### config.mk
export PLATFORM = sky130hd
export DESIGN_NAME = masked_byte_signature_scanner
export DESIGN_NICKNAME = d
export VERILOG_FILES = /design/src/mbss_pkg.sv /design/src/mbss_cell.sv /design/src/mbss_fifo.sv /design/src/masked_byte_signature_scanner.sv
export SDC_FILE = /design/constraint.sdc
export NUM_CORES = 1
export LEC_CHECK = 0
export BUFFER_PORTS_ARGS = -buffer_cell sky130_fd_sc_hd__buf_4
export CORE_MARGIN = 2
export CORE_UTILIZATION = 55
export DETAILED_ROUTE_END_ITERATION = 7
export MAX_ROUTING_LAYER = met4
export PLACE_DENSITY_LB_ADDON = 0.25
export SLEW_MARGIN = 20
export SYNTH_ARGS = -nofsm -noshare
export SYNTH_HDL_FRONTEND = slang
export SYNTH_SLANG_ARGS = --single-unit
### constraint.sdc
create_clock -name clk -period 7.8 [get_ports clk]
set_clock_uncertainty 0.1 [all_clocks]
set_input_delay 0 -clock clk [delete_from_list [all_inputs] [get_ports clk]]
set_output_delay 0 -clock clk [all_outputs]
set_load 0.1 [all_outputs]
### src/mbss_pkg.sv
// Shared types and constants for the masked byte signature scanner.
// Used by every module in src; depends on nothing else.
package mbss_pkg;

	// The pattern registers always hold sixteen bytes, whatever the window depth.
	localparam int PATTERN_SLOTS = 16;
	localparam int ADDR_W        = 48;

	// Register indexes on the configuration port.
	localparam logic [2:0] REG_PAT_LOW  = 3'd0;
	localparam logic [2:0] REG_PAT_HIGH = 3'd1;
	localparam logic [2:0] REG_CARE     = 3'd2;
	localparam logic [2:0] REG_LENGTH   = 3'd3;
	localparam logic [2:0] REG_BASE     = 3'd4;

	// Result queue geometry.
	localparam int OQ_DEPTH = 4;
	localparam int OQ_AW    = 2;
	localparam int OQ_CW    = 3;

	typedef logic [7:0] byte_t;

	// Pattern set-up as seen by every cell of the window.
	typedef struct packed {
		logic [PATTERN_SLOTS-1:0][7:0] bytes;
		logic [PATTERN_SLOTS-1:0]      care;
		logic [4:0]                    len;
	} pat_t;

	typedef struct packed {
		logic              found;
		logic [ADDR_W-1:0] addr;
	} res_t;

endpackage

### src/mbss_cell.sv
// One position of the sliding window: holds a byte and checks it against its pattern byte.
// Depends on mbss_pkg.
module mbss_cell
	import mbss_pkg::*;
#(
	parameter int IDX = 0
) (
	input  logic  clk,
	input  logic  shift,
	input  byte_t byte_in,
	input  pat_t  pat,
	output byte_t byte_out,
	output logic  ok
);

	byte_t      byte_q;
	logic [4:0] j;
	logic       in_use;

	always_ff @(posedge clk) begin
		if (shift) begin
			byte_q <= byte_in;
		end
	end

	// The byte held here is k bytes old, so it lines up with pattern byte len-1-k.
	always_comb begin
		j      = 5'(pat.len - 5'(IDX) - 5'd1);
		in_use = 5'(IDX) < pat.len;
		ok     = !in_use || !pat.care[j[3:0]] || (byte_q == pat.bytes[j[3:0]]);
	end

	assign byte_out = byte_q;

endmodule

### src/mbss_fifo.sv
// Small result queue that decouples the scan pipeline from the result stream.
// Depends on mbss_pkg.
module mbss_fifo
	import mbss_pkg::*;
(
	input  logic             clk,
	input  logic             arst_n,
	input  logic             push,
	input  res_t             push_data,
	input  logic             pop,
	output logic             not_empty,
	output res_t             head,
	output logic [OQ_CW-1:0] count
);

	res_t             mem [OQ_DEPTH];
	logic [OQ_AW-1:0] wr_q;
	logic [OQ_AW-1:0] rd_q;
	logic [OQ_CW-1:0] cnt_q;

	always_ff @(posedge clk) begin
		if (push) begin
			mem[wr_q] <= push_data;
		end
	end

	always_ff @(posedge clk or negedge arst_n) begin
		if (!arst_n) begin
			wr_q  <= '0;
			rd_q  <= '0;
			cnt_q <= '0;
		end else begin
			if (push) begin
				wr_q <= wr_q + 1'b1;
			end
			if (pop) begin
				rd_q <= rd_q + 1'b1;
			end
			cnt_q <= cnt_q + OQ_CW'(push) - OQ_CW'(pop);
		end
	end

	assign not_empty = cnt_q != '0;
	assign head      = mem[rd_q];
	assign count     = cnt_q;

	a_no_overflow : assert property (@(posedge clk) disable iff (!arst_n)
		push && !pop |-> cnt_q < OQ_CW'(OQ_DEPTH))
		else $error("result queue overflow");

	a_no_underflow : assert property (@(posedge clk) disable iff (!arst_n)
		pop |-> cnt_q != '0)
		else $error("result queue underflow");

	a_count_step : assert property (@(posedge clk) disable iff (!arst_n)
		push && !pop |=> cnt_q == $past(cnt_q) + 1'b1)
		else $error("result queue count did not follow a push");

endmodule

### src/masked_byte_signature_scanner.sv
// Top level of the masked byte signature scanner: configuration registers, window, pipeline.
// Depends on mbss_pkg, mbss_cell and mbss_fifo.
//
// The scanner takes one byte of a memory region per request on the slave stream and looks for a
// pattern of up to sixteen bytes, any of which may be a wildcard (care bit clear). It accepts a
// byte in every clock cycle while the flow control below keeps s_tready high. A region gives
// exactly one result: found with base_address plus the offset of the first match, or not found
// with a zero address once its last byte (tlast) has been seen. Bytes after a match are consumed
// without further results. On its way to the master stream a byte shifts into the window of
// PATTERN_MAX cells, stage 2 registers the per-cell compares combined with the length check, and
// the result logic adds the offset to the base address, applies the one-result-per-region rule
// and writes the result queue. Results wait in a four-entry queue; a byte is taken only while
// the queued results plus the bytes in the two pipeline stages number fewer than four, so when
// every byte closes a region any stall on the master side already holds the input back, while
// results only at region ends rarely stop it. A zero pattern length, or one beyond PATTERN_MAX,
// never matches. Configuration is written through the cfg port, which always accepts, and must
// only change while no region is in progress.
module masked_byte_signature_scanner
	import mbss_pkg::*;
#(
	parameter int PATTERN_MAX = 16,
	parameter int COUNT_BITS  = 32
) (
	input  logic              clk,
	input  logic              arst_n,
	// slave stream: tdata[7:0] = data_byte; tlast = last_byte
	input  logic              s_tvalid,
	output logic              s_tready,
	input  logic [7:0]        s_tdata,
	input  logic              s_tlast,
	// master stream: tdata[47:0] = match_address; tuser[0] = found
	output logic              m_tvalid,
	input  logic              m_tready,
	output logic [ADDR_W-1:0] m_tdata,
	output logic              m_tuser,
	// configuration writes
	input  logic              cfg_valid,
	output logic              cfg_ready,
	input  logic [2:0]        cfg_index,
	input  logic [63:0]       cfg_data
);

	// Configuration registers.
	logic [63:0]       pat_low_q;
	logic [63:0]       pat_high_q;
	logic [15:0]       care_q;
	logic [4:0]        len_q;
	logic [ADDR_W-1:0] base_q;

	assign cfg_ready = 1'b1;

	always_ff @(posedge clk or negedge arst_n) begin
		if (!arst_n) begin
			pat_low_q  <= '0;
			pat_high_q <= '0;
			care_q     <= '0;
			len_q      <= '0;
			base_q     <= '0;
		end else if (cfg_valid) begin
			case (cfg_index)
				REG_PAT_LOW:  pat_low_q  <= cfg_data;
				REG_PAT_HIGH: pat_high_q <= cfg_data;
				REG_CARE:     care_q     <= cfg_data[15:0];
				REG_LENGTH:   len_q      <= cfg_data[4:0];
				REG_BASE:     base_q     <= cfg_data[ADDR_W-1:0];
				default:      ;
			endcase
		end
	end

	pat_t pat;
	assign pat.bytes = {pat_high_q, pat_low_q};
	assign pat.care  = care_q;
	assign pat.len   = len_q;

	// Handshake and flow control. A byte is only taken when the queue has room for every result
	// that the bytes already in the pipeline could still produce.
	logic             accept;
	logic             v_s1;
	logic             v_s2;
	logic [OQ_CW-1:0] oq_cnt;
	logic [OQ_CW:0]   committed;

	assign committed = {1'b0, oq_cnt} + (OQ_CW + 1)'(v_s1) + (OQ_CW + 1)'(v_s2);
	assign s_tready  = committed < (OQ_CW + 1)'(OQ_DEPTH);
	assign accept    = s_tvalid && s_tready;

	// Byte counter for the region, saturating, cleared after the last byte.
	logic [COUNT_BITS-1:0] cnt_q;
	logic [COUNT_BITS-1:0] cnt_inc;

	assign cnt_inc = (&cnt_q) ? cnt_q : cnt_q + 1'b1;

	always_ff @(posedge clk or negedge arst_n) begin
		if (!arst_n) begin
			cnt_q <= '0;
		end else if (accept) begin
			cnt_q <= s_tlast ? '0 : cnt_inc;
		end
	end

	// The window: a chain of cells, newest byte in cell 0. Cells only hold bytes of the current
	// region wherever they are compared, since a compare needs the count to reach the length.
	byte_t                  chain [PATTERN_MAX+1];
	logic [PATTERN_MAX-1:0] cell_ok;

	assign chain[0] = s_tdata;

	for (genvar k = 0; k < PATTERN_MAX; k++) begin : g_cell
		mbss_cell #(
			.IDX(k)
		) u_cell (
			.clk     (clk),
			.shift   (accept),
			.byte_in (chain[k]),
			.pat     (pat),
			.byte_out(chain[k+1]),
			.ok      (cell_ok[k])
		);
	end

	// Stage 1: the window now holds the accepted byte.
	logic                  last_s1;
	logic [COUNT_BITS-1:0] cnt_s1;

	always_ff @(posedge clk or negedge arst_n) begin
		if (!arst_n) begin
			v_s1 <= 1'b0;
		end else begin
			v_s1 <= accept;
		end
	end

	always_ff @(posedge clk) begin
		if (accept) begin
			last_s1 <= s_tlast;
			cnt_s1  <= cnt_inc;
		end
	end

	logic len_ok;
	logic cand;

	assign len_ok = (len_q != '0) && (len_q <= 5'(PATTERN_MAX));
	assign cand   = len_ok && (cnt_s1 >= COUNT_BITS'(len_q)) && (&cell_ok);

	// Stage 2: candidate match and offset of its first byte.
	logic                  last_s2;
	logic                  cand_s2;
	logic [COUNT_BITS-1:0] off_s2;

	always_ff @(posedge clk or negedge arst_n) begin
		if (!arst_n) begin
			v_s2 <= 1'b0;
		end else begin
			v_s2 <= v_s1;
		end
	end

	always_ff @(posedge clk) begin
		if (v_s1) begin
			last_s2 <= last_s1;
			cand_s2 <= cand;
			off_s2  <= cnt_s1 - COUNT_BITS'(len_q);
		end
	end

	// One result per region: the first match, or a miss at the last byte.
	logic rep_q;
	logic hit;
	logic push;
	res_t push_data;

	assign hit  = v_s2 && cand_s2 && !rep_q;
	assign push = hit || (v_s2 && last_s2 && !rep_q);

	always_comb begin
		push_data.found = hit;
		push_data.addr  = hit ? base_q + ADDR_W'(off_s2) : '0;
	end

	always_ff @(posedge clk or negedge arst_n) begin
		if (!arst_n) begin
			rep_q <= 1'b0;
		end else if (v_s2) begin
			rep_q <= last_s2 ? 1'b0 : (rep_q || cand_s2);
		end
	end

	res_t oq_head;

	mbss_fifo u_fifo (
		.clk      (clk),
		.arst_n   (arst_n),
		.push     (push),
		.push_data(push_data),
		.pop      (m_tvalid && m_tready),
		.not_empty(m_tvalid),
		.head     (oq_head),
		.count    (oq_cnt)
	);

	assign m_tdata = oq_head.addr;
	assign m_tuser = oq_head.found;

	// The queue plus the bytes in flight never exceed its depth.
	a_credit : assert property (@(posedge clk) disable iff (!arst_n)
		committed <= (OQ_CW + 1)'(OQ_DEPTH))
		else $error("results in flight exceed queue depth");

	// The end of a region always leaves the match flag clear for the next one.
	a_region_clear : assert property (@(posedge clk) disable iff (!arst_n)
		v_s2 && last_s2 |=> !rep_q)
		else $error("match flag survived the end of a region");

	// No further result, found or miss, once a match has been reported in the region.
	a_single_match : assert property (@(posedge clk) disable iff (!arst_n)
		rep_q |-> !push)
		else $error("second result in one region");

	// A miss result carries a zero address and comes only at the last byte of a region.
	a_miss_zero : assert property (@(posedge clk) disable iff (!arst_n)
		push && !push_data.found |-> push_data.addr == '0 && last_s2)
		else $error("miss result with address or before region end");

endmodule
==> impl_metrics.py <==
metrics = {
    "outcome": {
        "status": "complete, no violations",
    },
    "sta": {
        "grt_setup_unrepaired": "no",
        "final-max-slew-violation-count": 0,
        "hold_viol": 0,
        "fin_crit_sh_pct": 68.5,
        "setup_ws_ns": 2.46,
        "relSlewSlack_pct": 23.8,
        "tightest_slew_ns": 1.14,
        "setup_violations": 0,
        "fmax_ghz": 0.187,
        "fin_tns_setup_ns": 0,
        "period_minus_slack_ns": 5.34,
    },
    "hold_path": {
        "hold_class": "in2reg",
        "whs_endpoint": "len_q[3]",
        "hp-start": "cfg_valid",
        "hold_depth": 4,
    },
    "die": {
        "die-area_sq_um": 66300,
        "start_util_pct": 55.8,
        "row_count": 92,
        "ios": 133,
        "chipWidth_microns": 258,
        "fp.dieH_microns": 258,
        "coreArea_sq_um": 63300,
    },
    "critical_path": {
        "cpMostUsedCell": "mux4_2",
        "critical-path-top-delay-family": "simple AND/OR/NAND/NOR gates",
        "worstPathCellList": "inv_1, ha_4, mux4_2, mux4_2, xor2_1, nor4_1, nand2_1, o311ai_1, nand4_1, nor4_2",
        "critPathCaptureType": "flop",
        "timing.rr.end": "cand_s2",
        "critPathArrivalTime_ns": 5.70,
        "critical_path.max_fanout": 78,
        "slowest_stage": "ha_4",
        "slowest_delay_ns": 1.08,
        "critical_path_buf_inv_count": 1,
        "r2r_setup_slack_ns": 2.46,
        "crit_type": "reg2reg",
        "reg2reg_depth": 10,
        "cp.required_ns": 8.16,
        "startpoint_type": "flop",
        "r2r-start": "len_q[0]",
    },
    "job": {
        "maxCapViolCount": 0,
    },
    "clock_network": {
        "path_clk_slew_ns": 0.06,
        "tritoncts": "done",
        "cts_root_buf": "clkbuf_16",
        "cts_sinks": 630,
        "clk_latency_ns": 0.63,
        "post_cts_buffers": 0,
        "cts_max_path_buffers": 3,
        "htree_levels": 3,
        "cts_buffers": 68,
    },
    "logic_synthesis": {
        "syn_avg_cell_area_sq_um": 14.9,
        "yosysTopAreaCell": "edfxtp_1",
        "synth-async-reset-ratio_pct": 37.9,
        "synth-seq-area-share_pct": 50.1,
        "yosys-top-cells-area": "edfxtp_1, mux4_2, dfrtp_1",
        "synthFlopType": "edfxtp_1",
        "syn_area_sq_um": 35300,
        "synth_cell_types": 71,
        "syn_inst": 2378,
        "synth.top_cell.area_share_pct": 33.2,
        "syn-num-nets": 2517,
        "synth-edff-count": 391,
        "synth_seq_cells": 630,
        "yosysWarningCount": 0,
    },
    "layout": {
        "final_util_pct": 63.5,
        "stdcell_area_sq_um": 40200,
        "drive_gt1_share_pct": 30.5,
        "stdcell_count": 3475,
        "diodes": 0,
        "syn_to_final_growth_pct": 13.8,
        "nNetsFinal": 2714,
    },
    "drt": {
        "top_layer": "met4",
        "dr_wl_met2_microns": 48200,
        "drt_iter0_drc": 2535,
        "wl_met3_microns": 8210,
        "drc_errors": 0,
        "vias": 23200,
        "ant_nets": 0,
        "met1_length_microns": 42100,
        "wl_microns": 102000,
        "viasPerCell": 6.68,
        "drtPass1Iterations": 5,
        "avgRoutedWirePerCell_microns": 29.3,
    },
    "grt": {
        "grt_overflow": 0,
        "first_global_vias": 22800,
        "grt_pass1_wl_microns": 151000,
        "antenna_found_initial": 5,
        "grt_start_max_net_pins": 160,
        "grt_usage_pct": 31.8,
    },
    "placement": {
        "numPortBuffers": 131,
        "gp_congestion": 0.977,
        "dpl-instance-area_sq_um": 37200,
        "dp_hpwl_microns": 73600,
        "dpl.cell_count": 3258,
        "dp_slack_ns": 2.64,
    },
    "power_and_ir_drop": {
        "power_density_nw_per_um2": 416,
        "ir_drop_mv": 0.360,
        "p_leak_nw": 15.1,
    },
}
## sequential cells by signal (all words and copies together), names as in the netlist, 16 cells and up
| name | flops |
|---|---|
| pat_high_q | 64 |
| u_fifo.mem | 196 |
| base_q | 48 |
| off_s2 | 32 |
| g_cell.u_cell.byte_out | 128 |
| care_q | 16 |
| cnt_s1 | 32 |
| cnt_q | 32 |
| pat_low_q | 64 |
## report_power, final
group          leakage [nW]  switching, W  internal (W)
combinational          7.45       0.00510       0.00334
clock                  1.04       0.00139       0.00174
sequential             6.58      0.000732       0.00444
## cells in the mapped netlist (36+ instances only)
cell type	n
edfxtp_1	391
mux2_2	217
nor2_1	81
nand2_1	111
ha_1	55
nand4_1	39
o21ai_0	59
inv_1	36
mux4_2	280
clkbuf_1	71
dfrtp_1	239
xor2_1	90
mux2i_1	186
a21oi_1	53
xnor2_1	126
## metrics by stage
stage	power, W	hold slack, ns
floorplan	0.0110	-0.396
global placement	0.0133	0.0373
detailed placement	0.0135	0.0557
CTS	0.0167	0.0224
global route	0.0174	0.0642
finish	0.0167	0.0516
## repair_timing
action	4_1_cts	5_1_grt
hold buffers	93	0
endpoints found under the hold margin	356	0
endpoints found under the setup margin	0	0
gates resized for setup	0	0
## metal layers
layer,track usage [%],vias to the layer above
met5,-,-
met4,9.49,0
met3,4.88,175
met2,48.6,1146
met1,44.6,12100
li1,-,9792
## layout make-up
type,count,area (sq um)
Fill cell,4632,23100
Sequential cell,630,17700
Timing Repair Buffer,259,2210
Clock buffer,91,1860
Inverter,39,151
Tap cell,846,1060
Clock inverter,33,284
Multi-Input combinational cell,1577,16900
## how the worst max path moves through the flow
stage / from / endpoint / slack [ns] / cells after the start
after CTS: len_q[0] / cand_s2 / 2.59 / 10
after detailed placement: len_q[0] / cand_s2 / 2.64 / 10
final: len_q[0] / cand_s2 / 2.46 / 10
after global placement: len_q[0] / cand_s2 / 2.73 / 10
after floorplan: v_s1 / cnt_q[10] / 0.05 / 6
after global routing: len_q[0] / cand_s2 / 2.21 / 10
## cells by family after synthesis
logic type / Yosys count / share of synthesized area (%)
mux: 694 / 30.5
other cells: 1 / 0.0106
buf+inv: 171 / 2.21
xor+xnor: 221 / 5.61
compound gates: 235 / 4.29
simple gates: 368 / 5.12
fa+ha+maj: 58 / 2.12
flops: 630 / 50.1
## layout by cell type, fill, tap and decap left out, types with 39 or more instances in the layout
master / Yosys / final
a21oi_1: 53 / 53
clkbuf_16: 0 / 69
ha_1: 55 / 53
dfrtp_1: 239 / 234
nand4_1: 39 / 39
mux4_2: 280 / 280
mux2i_1: 186 / 186
nand2_1: 111 / 111
xnor2_1: 126 / 121
dlygate4sd3_1: 0 / 93
xor2_1: 90 / 90
mux2_2: 217 / 217
nor2_1: 81 / 79
o21ai_0: 59 / 59
edfxtp_1: 391 / 391
buf_4: 4 / 163
## worst reg2reg max path, cell delays in order (launching register included)
cell,delay [ns]
dfrtp_4,0.95
inv_1,0.35
ha_4,1.08
mux4_2,0.58
mux4_2,0.52
xor2_1,0.22
nor4_1,0.71
nand2_1,0.12
o311ai_1,0.11
nand4_1,0.16
nor4_2,0.29
Power figures use the tool's default switching activity.
